**config.mk**
```make
export PLATFORM = sky130hd
export DESIGN_NAME = midpoint_circle_point_generator
export DESIGN_NICKNAME = d
export VERILOG_FILES = /design/src/rtl/core/mcpg_pkg.sv /design/src/rtl/core/mcpg_front.sv /design/src/rtl/core/mcpg_queue.sv /design/src/rtl/core/mcpg_back.sv /design/src/rtl/core/midpoint_circle_point_generator.sv
export VERILOG_INCLUDE_DIRS = /design/src /design/src/rtl/core
export SDC_FILE = /design/constraint.sdc
export NUM_CORES = 1
export LEC_CHECK = 0
export BUFFER_PORTS_ARGS = -buffer_cell sky130_fd_sc_hd__clkbuf_2
export CAP_MARGIN = 15
export CORE_MARGIN = 2
export CORE_UTILIZATION = 35
export DETAILED_ROUTE_END_ITERATION = 12
export PLACE_DENSITY = 0.61
export SETUP_SLACK_MARGIN = 0.05
export SLEW_MARGIN = 5
export SYNTH_ARGS = -nofsm -noshare
export SYNTH_HDL_FRONTEND = slang
export SYNTH_SLANG_ARGS = --single-unit
```
**constraint.sdc**
```tcl
create_clock -name clk -period 8.2 [get_ports clk]
set_clock_uncertainty 0.1 [all_clocks]
set_input_delay 0.41 -clock clk [delete_from_list [all_inputs] [get_ports clk]]
set_output_delay 0.41 -clock clk [all_outputs]
set_load 0.01 [all_outputs]
```
**src/rtl/core/assert_macros.svh**
```systemverilog
// Assertion macros shared by the circle generator RTL.
// No dependencies; taken in by the top level with an include.
`ifndef ASSERT_MACROS_SVH
`define ASSERT_MACROS_SVH

// implication or plain property, sampled on the rising clock edge outside reset
`define ASSERT_CLK(label, clk, rst_n, prop, msg) \
  label: assert property (@(posedge clk) disable iff (!rst_n) prop) else $error(msg);

// a condition that must never hold outside reset
`define ASSERT_NEVER(label, clk, rst_n, expr, msg) \
  label: assert property (@(posedge clk) disable iff (!rst_n) !(expr)) else $error(msg);

`endif

```
**src/rtl/core/mcpg_pkg.sv**
```systemverilog
// Package for the midpoint circle point generator: config register indexes,
// octant order tables, decision constants and the step queue status type. No dependencies.
`timescale 1ns / 1ps

package mcpg_pkg;

  typedef enum logic [1:0] {
    CFG_RADIUS   = 2'd0,
    CFG_CENTER_X = 2'd1,
    CFG_CENTER_Y = 2'd2
  } cfg_idx_t;

  localparam int NUM_OCTANTS = 8;
  typedef logic [$clog2(NUM_OCTANTS)-1:0] octant_t;
  localparam octant_t LAST_OCTANT = octant_t'(NUM_OCTANTS - 1);

  // per octant, bit k: swap x/y, negate first coordinate, negate second
  // order: (+x,+y) (+y,+x) (-x,+y) (+y,-x) (-x,-y) (-y,-x) (+x,-y) (-y,+x)
  localparam logic [NUM_OCTANTS-1:0] OCT_SWAP  = 8'b1010_1010;
  localparam logic [NUM_OCTANTS-1:0] OCT_NEG_X = 8'b1011_0100;
  localparam logic [NUM_OCTANTS-1:0] OCT_NEG_Y = 8'b0111_1000;

  // decision start is 1 - r (3/2 taken as integer), updates add 2x+3 or 2(x-y)+5
  localparam int DEC_INIT   = 3 / 2;
  localparam int DEC_ADD_LT = 3;
  localparam int DEC_ADD_GE = 5;

  localparam int Q_DEPTH = 2;
  localparam int Q_AW    = $clog2(Q_DEPTH);

  typedef struct packed {
    logic full;
    logic empty;
  } q_status_t;

endpackage

```
**src/rtl/core/mcpg_front.sv**
```systemverilog
// Front end: takes ticks, runs the midpoint step and pushes one step word
// (offsets, centre, final flag) per drawing step. Depends on mcpg_pkg.
`timescale 1ns / 1ps

module mcpg_front #(
  parameter int RW    = 10,
  parameter int CW    = 12,
  parameter int REC_W = 2 * RW + 2 * CW + 1
) (
  input  logic             clk,
  input  logic             rst_n,
  input  logic             tick,
  input  logic             restart,
  input  logic [RW-1:0]    radius,
  input  logic [CW-1:0]    center_x,
  input  logic [CW-1:0]    center_y,
  output logic             q_push,
  output logic [REC_W-1:0] q_wdata
);

  localparam int XW = RW + 2;
  localparam int DW = RW + 4;

  logic signed [XW-1:0] x_r, x_nxt, y_r, y_nxt;
  logic signed [DW-1:0] d_r, d_nxt;
  logic                 active_r, active_nxt;

  logic signed [XW-1:0] x0, y0, nx, ny;
  logic signed [DW-1:0] d0, d_upd;
  logic                 act0, emit, fin;

  always_comb begin
    if (restart) begin
      x0   = '0;
      y0   = XW'(radius);
      d0   = DW'(mcpg_pkg::DEC_INIT) - DW'(radius);
      act0 = 1'b1;
    end else begin
      x0   = x_r;
      y0   = y_r;
      d0   = d_r;
      act0 = active_r;
    end
    emit = act0 && !(x0 > y0);
    nx   = x0 + XW'(1);
    if (d0 < 0) begin
      d_upd = d0 + (DW'(x0) <<< 1) + DW'(mcpg_pkg::DEC_ADD_LT);
      ny    = y0;
    end else begin
      d_upd = d0 + (DW'(x0 - y0) <<< 1) + DW'(mcpg_pkg::DEC_ADD_GE);
      ny    = y0 - XW'(1);
    end
    fin = nx > ny;
  end

  always_comb begin
    x_nxt      = x_r;
    y_nxt      = y_r;
    d_nxt      = d_r;
    active_nxt = active_r;
    if (tick) begin
      x_nxt      = emit ? nx : x0;
      y_nxt      = emit ? ny : y0;
      d_nxt      = emit ? d_upd : d0;
      active_nxt = emit && !fin;
    end
  end

  always_ff @(posedge clk) begin
    if (!rst_n) begin
      x_r      <= '0;
      y_r      <= '0;
      d_r      <= '0;
      active_r <= 1'b0;
    end else begin
      x_r      <= x_nxt;
      y_r      <= y_nxt;
      d_r      <= d_nxt;
      active_r <= active_nxt;
    end
  end

  assign q_push  = tick && emit;
  assign q_wdata = {fin, center_y, center_x, y0[RW-1:0], x0[RW-1:0]};

endmodule

```
**src/rtl/core/mcpg_queue.sv**
```systemverilog
// Short queue of step words between front and back end.
// Depends on mcpg_pkg for depth and status type.
`timescale 1ns / 1ps

module mcpg_queue #(
  parameter int REC_W = 45
) (
  input  logic                clk,
  input  logic                rst_n,
  input  logic                push,
  input  logic [REC_W-1:0]    wdata,
  input  logic                pop,
  output logic [REC_W-1:0]    rdata,
  output mcpg_pkg::q_status_t status
);

  logic [REC_W-1:0]          entry_r [mcpg_pkg::Q_DEPTH];
  logic [mcpg_pkg::Q_AW-1:0] wr_ptr_r, wr_ptr_nxt, rd_ptr_r, rd_ptr_nxt;
  logic [mcpg_pkg::Q_AW:0]   count_r, count_nxt;
  logic                      do_push, do_pop;

  assign status.full  = count_r == (mcpg_pkg::Q_AW + 1)'(mcpg_pkg::Q_DEPTH);
  assign status.empty = count_r == '0;
  assign do_push      = push && !status.full;
  assign do_pop       = pop && !status.empty;

  always_comb begin
    wr_ptr_nxt = do_push ? wr_ptr_r + 1'b1 : wr_ptr_r;
    rd_ptr_nxt = do_pop ? rd_ptr_r + 1'b1 : rd_ptr_r;
    count_nxt  = count_r + (mcpg_pkg::Q_AW + 1)'(do_push)
               - (mcpg_pkg::Q_AW + 1)'(do_pop);
  end

  always_ff @(posedge clk) begin
    if (!rst_n) begin
      wr_ptr_r <= '0;
      rd_ptr_r <= '0;
      count_r  <= '0;
    end else begin
      wr_ptr_r <= wr_ptr_nxt;
      rd_ptr_r <= rd_ptr_nxt;
      count_r  <= count_nxt;
    end
  end

  always_ff @(posedge clk) begin
    if (do_push) begin
      entry_r[wr_ptr_r] <= wdata;
    end
  end

  assign rdata = entry_r[rd_ptr_r];

endmodule

```
**src/rtl/core/mcpg_back.sv**
```systemverilog
// Back end: expands the step word at the queue head into eight octant points,
// one per cycle while the receiver pops, into the output register. Depends on mcpg_pkg.
`timescale 1ns / 1ps

module mcpg_back #(
  parameter int RW    = 10,
  parameter int CW    = 12,
  parameter int REC_W = 2 * RW + 2 * CW + 1
) (
  input  logic                clk,
  input  logic                rst_n,
  input  logic [REC_W-1:0]    q_rdata,
  input  mcpg_pkg::q_status_t q_status,
  output logic                q_pop,
  input  logic                out_pop,
  output logic                out_empty,
  output logic [CW:0]         out_point_x,
  output logic [CW:0]         out_point_y,
  output logic                out_last_of_step,
  output logic                out_final_step
);

  localparam int SW = ((RW > CW) ? RW : CW) + 2;

  logic [RW-1:0]        hx, hy;
  logic signed [CW-1:0] hcx, hcy;
  logic                 hfin;

  mcpg_pkg::octant_t oct_r, oct_nxt;
  logic              out_valid_r, out_valid_nxt;
  logic [CW:0]       px_r, py_r;
  logic              last_r, fin_r;

  logic                 load, taken, swap, neg_a, neg_b;
  logic signed [SW-1:0] a, b, px, py;

  assign {hfin, hcy, hcx, hy, hx} = q_rdata;

  assign taken = out_pop && out_valid_r;
  assign load  = !q_status.empty && (!out_valid_r || taken);
  assign q_pop = load && (oct_r == mcpg_pkg::LAST_OCTANT);

  always_comb begin
    swap  = mcpg_pkg::OCT_SWAP[oct_r];
    neg_a = mcpg_pkg::OCT_NEG_X[oct_r];
    neg_b = mcpg_pkg::OCT_NEG_Y[oct_r];
    a     = swap ? SW'(hy) : SW'(hx);
    b     = swap ? SW'(hx) : SW'(hy);
    px    = SW'(hcx) + (neg_a ? -a : a);
    py    = SW'(hcy) + (neg_b ? -b : b);
  end

  always_comb begin
    oct_nxt       = load ? oct_r + 1'b1 : oct_r;
    out_valid_nxt = load ? 1'b1 : (taken ? 1'b0 : out_valid_r);
  end

  always_ff @(posedge clk) begin
    if (!rst_n) begin
      oct_r       <= '0;
      out_valid_r <= 1'b0;
    end else begin
      oct_r       <= oct_nxt;
      out_valid_r <= out_valid_nxt;
    end
  end

  always_ff @(posedge clk) begin
    if (load) begin
      px_r   <= px[CW:0];
      py_r   <= py[CW:0];
      last_r <= oct_r == mcpg_pkg::LAST_OCTANT;
      fin_r  <= hfin;
    end
  end

  assign out_empty        = !out_valid_r;
  assign out_point_x      = px_r;
  assign out_point_y      = py_r;
  assign out_last_of_step = last_r;
  assign out_final_step   = fin_r;

endmodule

```
**src/rtl/core/midpoint_circle_point_generator.sv**
```systemverilog
// Midpoint circle point generator, top level.
// Config: write radius, center_x, center_y on the cfg channel (cfg_ready is
// always high, unknown indexes are dropped); write only while the block is idle.
// Input: a word (in_restart) is taken when in_push is high and in_full is low.
// restart=1 begins a new circle, restart=0 advances the current one; a word
// after the circle is done yields nothing.
// Each drawing step yields eight point words, in octant order, on the out
// channel: the oldest is shown while out_empty is low and leaves on out_pop.
// The eighth carries last_of_step; all eight carry final_step on the last step.
// The first point of a step is shown after the step queue and the output register.
// Throughput: one point per cycle while steps are queued and the receiver pops, set
// by the single point path of the back end. A two-word step queue lets the front
// take words while the back still works on earlier steps.
// A stalled receiver holds the output word; the queue then fills and in_full
// rises until points drain.
// Reset (rst_n low, synchronous) clears the config, the circle state and the
// queue and marks the output register empty; the point data is not reset.
// Depends on mcpg_pkg, mcpg_front, mcpg_queue, mcpg_back and assert_macros.svh.
`timescale 1ns / 1ps
`include "assert_macros.svh"

module midpoint_circle_point_generator #(
  parameter int RADIUS_WIDTH = 10,
  parameter int COORD_WIDTH  = 12
) (
  input  logic                   clk,
  input  logic                   rst_n,
  input  logic                   in_push,
  input  logic                   in_restart,
  output logic                   in_full,
  output logic                   out_empty,
  input  logic                   out_pop,
  output logic [COORD_WIDTH:0]   out_point_x,
  output logic [COORD_WIDTH:0]   out_point_y,
  output logic                   out_last_of_step,
  output logic                   out_final_step,
  input  logic                   cfg_valid,
  output logic                   cfg_ready,
  input  logic [1:0]             cfg_index,
  input  logic [((RADIUS_WIDTH > COORD_WIDTH) ? RADIUS_WIDTH : COORD_WIDTH)-1:0] cfg_data
);

  localparam int REC_W = 2 * RADIUS_WIDTH + 2 * COORD_WIDTH + 1;

  logic [RADIUS_WIDTH-1:0] radius_r, radius_nxt;
  logic [COORD_WIDTH-1:0]  center_x_r, center_x_nxt, center_y_r, center_y_nxt;
  logic                    cfg_wr, tick, q_push, q_pop;
  logic [REC_W-1:0]        q_wdata, q_rdata;
  mcpg_pkg::q_status_t     q_status;

  assign cfg_ready = 1'b1;
  assign cfg_wr    = cfg_valid && cfg_ready;

  always_comb begin
    radius_nxt   = radius_r;
    center_x_nxt = center_x_r;
    center_y_nxt = center_y_r;
    if (cfg_wr) begin
      case (mcpg_pkg::cfg_idx_t'(cfg_index))
        mcpg_pkg::CFG_RADIUS:   radius_nxt   = cfg_data[RADIUS_WIDTH-1:0];
        mcpg_pkg::CFG_CENTER_X: center_x_nxt = cfg_data[COORD_WIDTH-1:0];
        mcpg_pkg::CFG_CENTER_Y: center_y_nxt = cfg_data[COORD_WIDTH-1:0];
        default: ;
      endcase
    end
  end

  always_ff @(posedge clk) begin
    if (!rst_n) begin
      radius_r   <= '0;
      center_x_r <= '0;
      center_y_r <= '0;
    end else begin
      radius_r   <= radius_nxt;
      center_x_r <= center_x_nxt;
      center_y_r <= center_y_nxt;
    end
  end

  assign in_full = q_status.full;
  assign tick    = in_push && !in_full;

  mcpg_front #(
    .RW    (RADIUS_WIDTH),
    .CW    (COORD_WIDTH),
    .REC_W (REC_W)
  ) u_front (
    .clk      (clk),
    .rst_n    (rst_n),
    .tick     (tick),
    .restart  (in_restart),
    .radius   (radius_r),
    .center_x (center_x_r),
    .center_y (center_y_r),
    .q_push   (q_push),
    .q_wdata  (q_wdata)
  );

  mcpg_queue #(
    .REC_W (REC_W)
  ) u_queue (
    .clk    (clk),
    .rst_n  (rst_n),
    .push   (q_push),
    .wdata  (q_wdata),
    .pop    (q_pop),
    .rdata  (q_rdata),
    .status (q_status)
  );

  mcpg_back #(
    .RW    (RADIUS_WIDTH),
    .CW    (COORD_WIDTH),
    .REC_W (REC_W)
  ) u_back (
    .clk              (clk),
    .rst_n            (rst_n),
    .q_rdata          (q_rdata),
    .q_status         (q_status),
    .q_pop            (q_pop),
    .out_pop          (out_pop),
    .out_empty        (out_empty),
    .out_point_x      (out_point_x),
    .out_point_y      (out_point_y),
    .out_last_of_step (out_last_of_step),
    .out_final_step   (out_final_step)
  );

  `ASSERT_NEVER(a_queue_overflow, clk, rst_n, q_push && q_status.full, "step pushed into full queue")
  `ASSERT_CLK(a_restart_emits, clk, rst_n, (tick && in_restart) |-> q_push, "restart gave no step")
  `ASSERT_CLK(a_step_contiguous, clk, rst_n, (out_pop && !out_empty && !out_last_of_step)
              |=> (!out_empty && (out_final_step == $past(out_final_step))), "step broken mid-way")

endmodule

```
==> impl_table.tex <==
\begin{tabular}{lr}
\hline
Metric & Value \\
\hline
\multicolumn{2}{l}{\textbf{Clocking}} \\
\quad Count of hold-fix buffers inserted at cts & 0 \\
\quad Root Buffer & sky130\_fd\_sc\_hd\_\_clkbuf\_16 \\
\quad Number of resized instances in the post-cts repair step & 0 \\
\quad Worst-path clk slew & 0.06 ns \\
\quad Worst skew pair latency & 0.53 ns \\
\quad \# Post-CTS Setup Buffers & 0 \\
\quad H-tree depth reported by CTS & 1 \\
\quad Clock sink count & 203 \\
\quad Clock Path Buffers & 3 \\
\quad Total CTS buffers & 23 \\
\quad CTS tree & built \\
\multicolumn{2}{l}{\textbf{Placement}} \\
\quad Port Buffer Count & 49 \\
\quad Number of cells in the design after placement & 1675 \\
\quad HPWL reported at the end of detailed placement & 22.3 mm \\
\quad Placer's final routability congestion estimate & 0.894 \\
\multicolumn{2}{l}{\textbf{Synth}} \\
\quad Top flip-flop cell by instance count after synthesis & sky130\_fd\_sc\_hd\_\_edfxtp\_1 \\
\quad Cell count after synthesis & 1200 \\
\quad Synthesized area per cell & 10.4 µm² \\
\quad Number of enable flip-flop cells after synthesis & 118 \\
\quad Netlist cell types & 70 \\
\quad Synthesized netlist net count & 1329 \\
\quad Post-synthesis instance area & 0.0124 mm² \\
\quad Fraction of registers with async set/reset & 0\% \\
\quad Portion of the post-synthesis area used by sequential elements & 42.2\% \\
\quad Yosys Warn Count & 0 \\
\quad Total of flip-flops plus latches after synthesis & 203 \\
\multicolumn{2}{l}{\textbf{Worst setup path}} \\
\quad Slowest cell delay on critical path & 0.87 ns \\
\quad Element type at the critical path start & flip-flop \\
\quad Critical Path Sink Type & flip-flop \\
\quad Chain of cells forming the critical path & or4\_4 -> o41ai\_4 -> a21boi\_2 -> nand2\_1 -> nor3\_1 -> xnor2\_1 -> ha\_1 -> nand3\_1 -> nor4\_1 -> nor2\_1 -> a211o\_1 -> nand2b\_1 -> a21oi\_1 \\
\quad Critical Path RT & 8.54 ns \\
\quad Data arrival time of the critical path & 5.49 ns \\
\quad Top fanout value on the critical path & 18 \\
\quad Type of the setup path with the least slack & reg2reg \\
\quad Cell type of the slowest stage on the worst timing path & sky130\_fd\_sc\_hd\_\_a21boi\_2 \\
\multicolumn{2}{l}{\textbf{Routing}} \\
\quad Number of vias after detailed routing & 9216 \\
\quad 1st-iter DRT viols & 472 \\
\quad Detail-routed via count per cell & 5.37 \\
\quad Total detailed-routing wirelength & 30.9 mm \\
\quad Antenna viol nets, final & 0 \\
\quad DR pass1 iterations & 5 \\
\quad Post-route DRC violation count & 0 \\
\quad Average routed wire per standard cell & 18.0 µm \\
\multicolumn{2}{l}{\textbf{Global route}} \\
\quad Number of global-route vias before repair & 8956 \\
\quad Total global routing overflow & 0 \\
\quad GRT Total Usage & 17.0\% \\
\quad First-pass GRT wire length & 49.4 mm \\
\quad Largest net degree at the start of global routing & 57 \\
\quad Initial antenna violation count & 0 \\
\multicolumn{2}{l}{\textbf{Run status}} \\
\quad Result of the run & finished clean \\
\multicolumn{2}{l}{\textbf{Timing}} \\
\quad Remaining max-slew budget at the tightest pin & 31.9\% \\
\quad Period utilisation layout & 62.8\% \\
\quad Total setup violations reported at the end of the flow & 0 \\
\quad Slew at the pin with the worst max-slew slack & 1.02 ns \\
\quad Setup repair after global routing missed its margin & no \\
\quad Highest achievable clock rate & 194 MHz \\
\quad Min Tclk post-route & 5.15 ns \\
\quad Fin Setup TNS & 0 ns \\
\quad Final hold vios & 0 \\
\quad Number of max-slew violations in the final report & 0 \\
\multicolumn{2}{l}{\textbf{Pwr}} \\
\quad Power density over the cells & 268 mW/mm² \\
\quad Max IR drop VDD & 187 µV \\
\quad Leakage power total & 0.00563 µW \\
\multicolumn{2}{l}{\textbf{Floorplan}} \\
\quad Number of ports placed on the die boundary & 51 \\
\quad Effective utilization at floorplan & 35.2\% \\
\quad Die Area & 0.0371 mm² \\
\quad Die Y-Extent & 193 µm \\
\quad Width of the chip & 193 µm \\
\quad Core box area & 0.0353 mm² \\
\quad Placement row count & 69 \\
\multicolumn{2}{l}{\textbf{Cells and area}} \\
\quad Count of placed standard cells in the final layout, fillers left out & 1717 \\
\quad Filler cells & 3434 \\
\quad Most frequent cells in the layout & 122 x sky130\_fd\_sc\_hd\_\_nor2\_1, 118 x sky130\_fd\_sc\_hd\_\_edfxtp\_1, 104 x sky130\_fd\_sc\_hd\_\_ha\_1, 84 x sky130\_fd\_sc\_hd\_\_dfxtp\_1, 75 x sky130\_fd\_sc\_hd\_\_xnor2\_1 \\
\quad Number of inserted diodes & 0 \\
\quad Most frequent standard cell in the layout excluding fill and tap cells & sky130\_fd\_sc\_hd\_\_nor2\_1 \\
\quad Area added between synthesis and finish & 12.1\% \\
\quad Fraction of final layout cells sized beyond drive strength 1 & 13.2\% \\
\quad Final layout net count & 1368 \\
\multicolumn{2}{l}{\textbf{Flow run}} \\
\quad Number of max-cap violations & 0 \\
\multicolumn{2}{l}{\textbf{Min path}} \\
\quad Classification of the worst-slack hold path & in2reg \\
\hline
\end{tabular}
-- registers in the layout, summed over array words and instances, names as in the netlist, 2 cells and up, named ones only --
name / count
u_queue.entry_r: 90
u_front.d_r: 14
u_back.out_point_x: 13
u_back.out_point_y: 13
center_x_r: 12
center_y_r: 12
u_front.x_r: 12
u_front.y_r: 12
radius_r: 10
u_back.oct_r: 3
u_queue.count_r: 2
-- critical path, delay by kind of cell, from the launching register on --
family / cells / cell delay (ns)
AND/OR/NAND/NOR: 7 / 2.22
adder cells (fa/ha/maj): 1 / 0.30
XOR/XNOR: 1 / 0.14
flip-flops: 1 / 0.36
AO/OA/AOI/OAI: 4 / 1.94
-- where the power goes --
group	internal, µW	leakage [µW]	total [µW]	switching [µW]
clock	604	0.000360	1030	431
combinational	580	0.00348	1390	810
sequential	1260	0.00180	1320	63.4
total	2440	0.00563	3750	1300
-- per-layer routing --
metal | vias to the layer above | GRT usage, % | share of wire, %
met5 | - | 0 | 0
met4 | 0 | 3.76 | 1.8
met3 | 35 | 2.16 | 4.9
met2 | 223 | 28.5 | 47
met1 | 4444 | 23.4 | 47
li1 | 4514 | - | -
-- cell families (layout without fill, tap and decap cells) --
| kind of cell | Yosys count | count (layout) | share of synthesized area, % |
|---|---|---|---|
| xor gates and xnor gates | 104 | 104 | 7.32 |
| DFF | 203 | 203 | 42.2 |
| AOI/OAI and AO/OA | 226 | 226 | 12.5 |
| buffers and inverters | 98 | 154 | 3.03 |
| adders and majority gates | 109 | 109 | 11.3 |
| other | 1 | 1 | 0.0301 |
| and+or+nand+nor | 351 | 351 | 13.4 |
| muxes | 108 | 108 | 10.3 |
-- stage by stage --
stage	power [µW]	hold WS [ns]	area [µm²]	setup WS, ns	utilization, %
after floorplan	2390	0.317	12400	0.613	-
after global placement	2700	0.330	13200	2.81	37.3
after detailed placement	2730	0.341	13200	2.75	37.3
after CTS	3770	0.0162	13900	3.13	39.5
after global routing	4000	0.0321	13900	2.66	39.5
final	3750	0.0345	13900	3.05	39.5
-- synth_stat cells, types with 5 or more instances --
library cell / instances / area [µm²]
sky130_fd_sc_hd__mux4_2: 12 / 270
sky130_fd_sc_hd__a21o_1: 12 / 90.1
sky130_fd_sc_hd__nor3_1: 31 / 155
sky130_fd_sc_hd__nor2b_1: 24 / 150
sky130_fd_sc_hd__o31ai_1: 15 / 113
sky130_fd_sc_hd__a31oi_1: 7 / 43.8
sky130_fd_sc_hd__dfxtp_1: 85 / 1700
sky130_fd_sc_hd__xor2_1: 29 / 254
sky130_fd_sc_hd__and3_1: 10 / 62.6
sky130_fd_sc_hd__mux2i_1: 58 / 581
sky130_fd_sc_hd__o21a_1: 11 / 82.6
sky130_fd_sc_hd__clkbuf_1: 36 / 135
sky130_fd_sc_hd__ha_1: 104 / 1300
sky130_fd_sc_hd__nand3_1: 55 / 275
sky130_fd_sc_hd__xnor2_1: 75 / 657
sky130_fd_sc_hd__mux2_2: 38 / 428
sky130_fd_sc_hd__or2_2: 5 / 31.3
sky130_fd_sc_hd__o21ai_0: 48 / 240
sky130_fd_sc_hd__a211oi_1: 10 / 75.1
sky130_fd_sc_hd__a21oi_1: 51 / 255
sky130_fd_sc_hd__nand2_1: 58 / 218
sky130_fd_sc_hd__a22o_1: 9 / 78.8
sky130_fd_sc_hd__edfxtp_1: 118 / 3540
sky130_fd_sc_hd__fa_1: 5 / 100
sky130_fd_sc_hd__buf_1: 5 / 18.8
sky130_fd_sc_hd__o41ai_1: 6 / 52.6
sky130_fd_sc_hd__and2_1: 6 / 37.5
sky130_fd_sc_hd__o21bai_1: 6 / 45.0
sky130_fd_sc_hd__nand4_1: 8 / 50.1
sky130_fd_sc_hd__nor2_1: 123 / 462
sky130_fd_sc_hd__o311ai_0: 5 / 43.8
sky130_fd_sc_hd__or3_1: 6 / 37.5
sky130_fd_sc_hd__o2111ai_1: 5 / 43.8
sky130_fd_sc_hd__nand2b_1: 9 / 56.3
sky130_fd_sc_hd__inv_1: 52 / 195
-- final timing paths --
check                 from                     end  slack, ns  cells past startpoint
max reg2reg    radius_r[1]        u_front.active_r       3.05                     13
min           cfg_data[11]          center_x_r[11]       0.03                      3
min reg2reg  center_y_r[2]  u_queue.entry_r[0][34]       0.35                      0
max            radius_r[1]        u_front.active_r       3.05                     13
-- cell type report --
cell class,instances,area [µm²],area share [%]
clock buffer,33,666,4.77
clock inverter,9,96.3,0.691
inverter,52,195,1.40
multi-input combinational,899,6840,49.0
sequential,203,5250,37.6
tap,461,577,4.14
timing repair buffer,60,332,2.38
No activity file was read; power rests on OpenSTA's default activity.
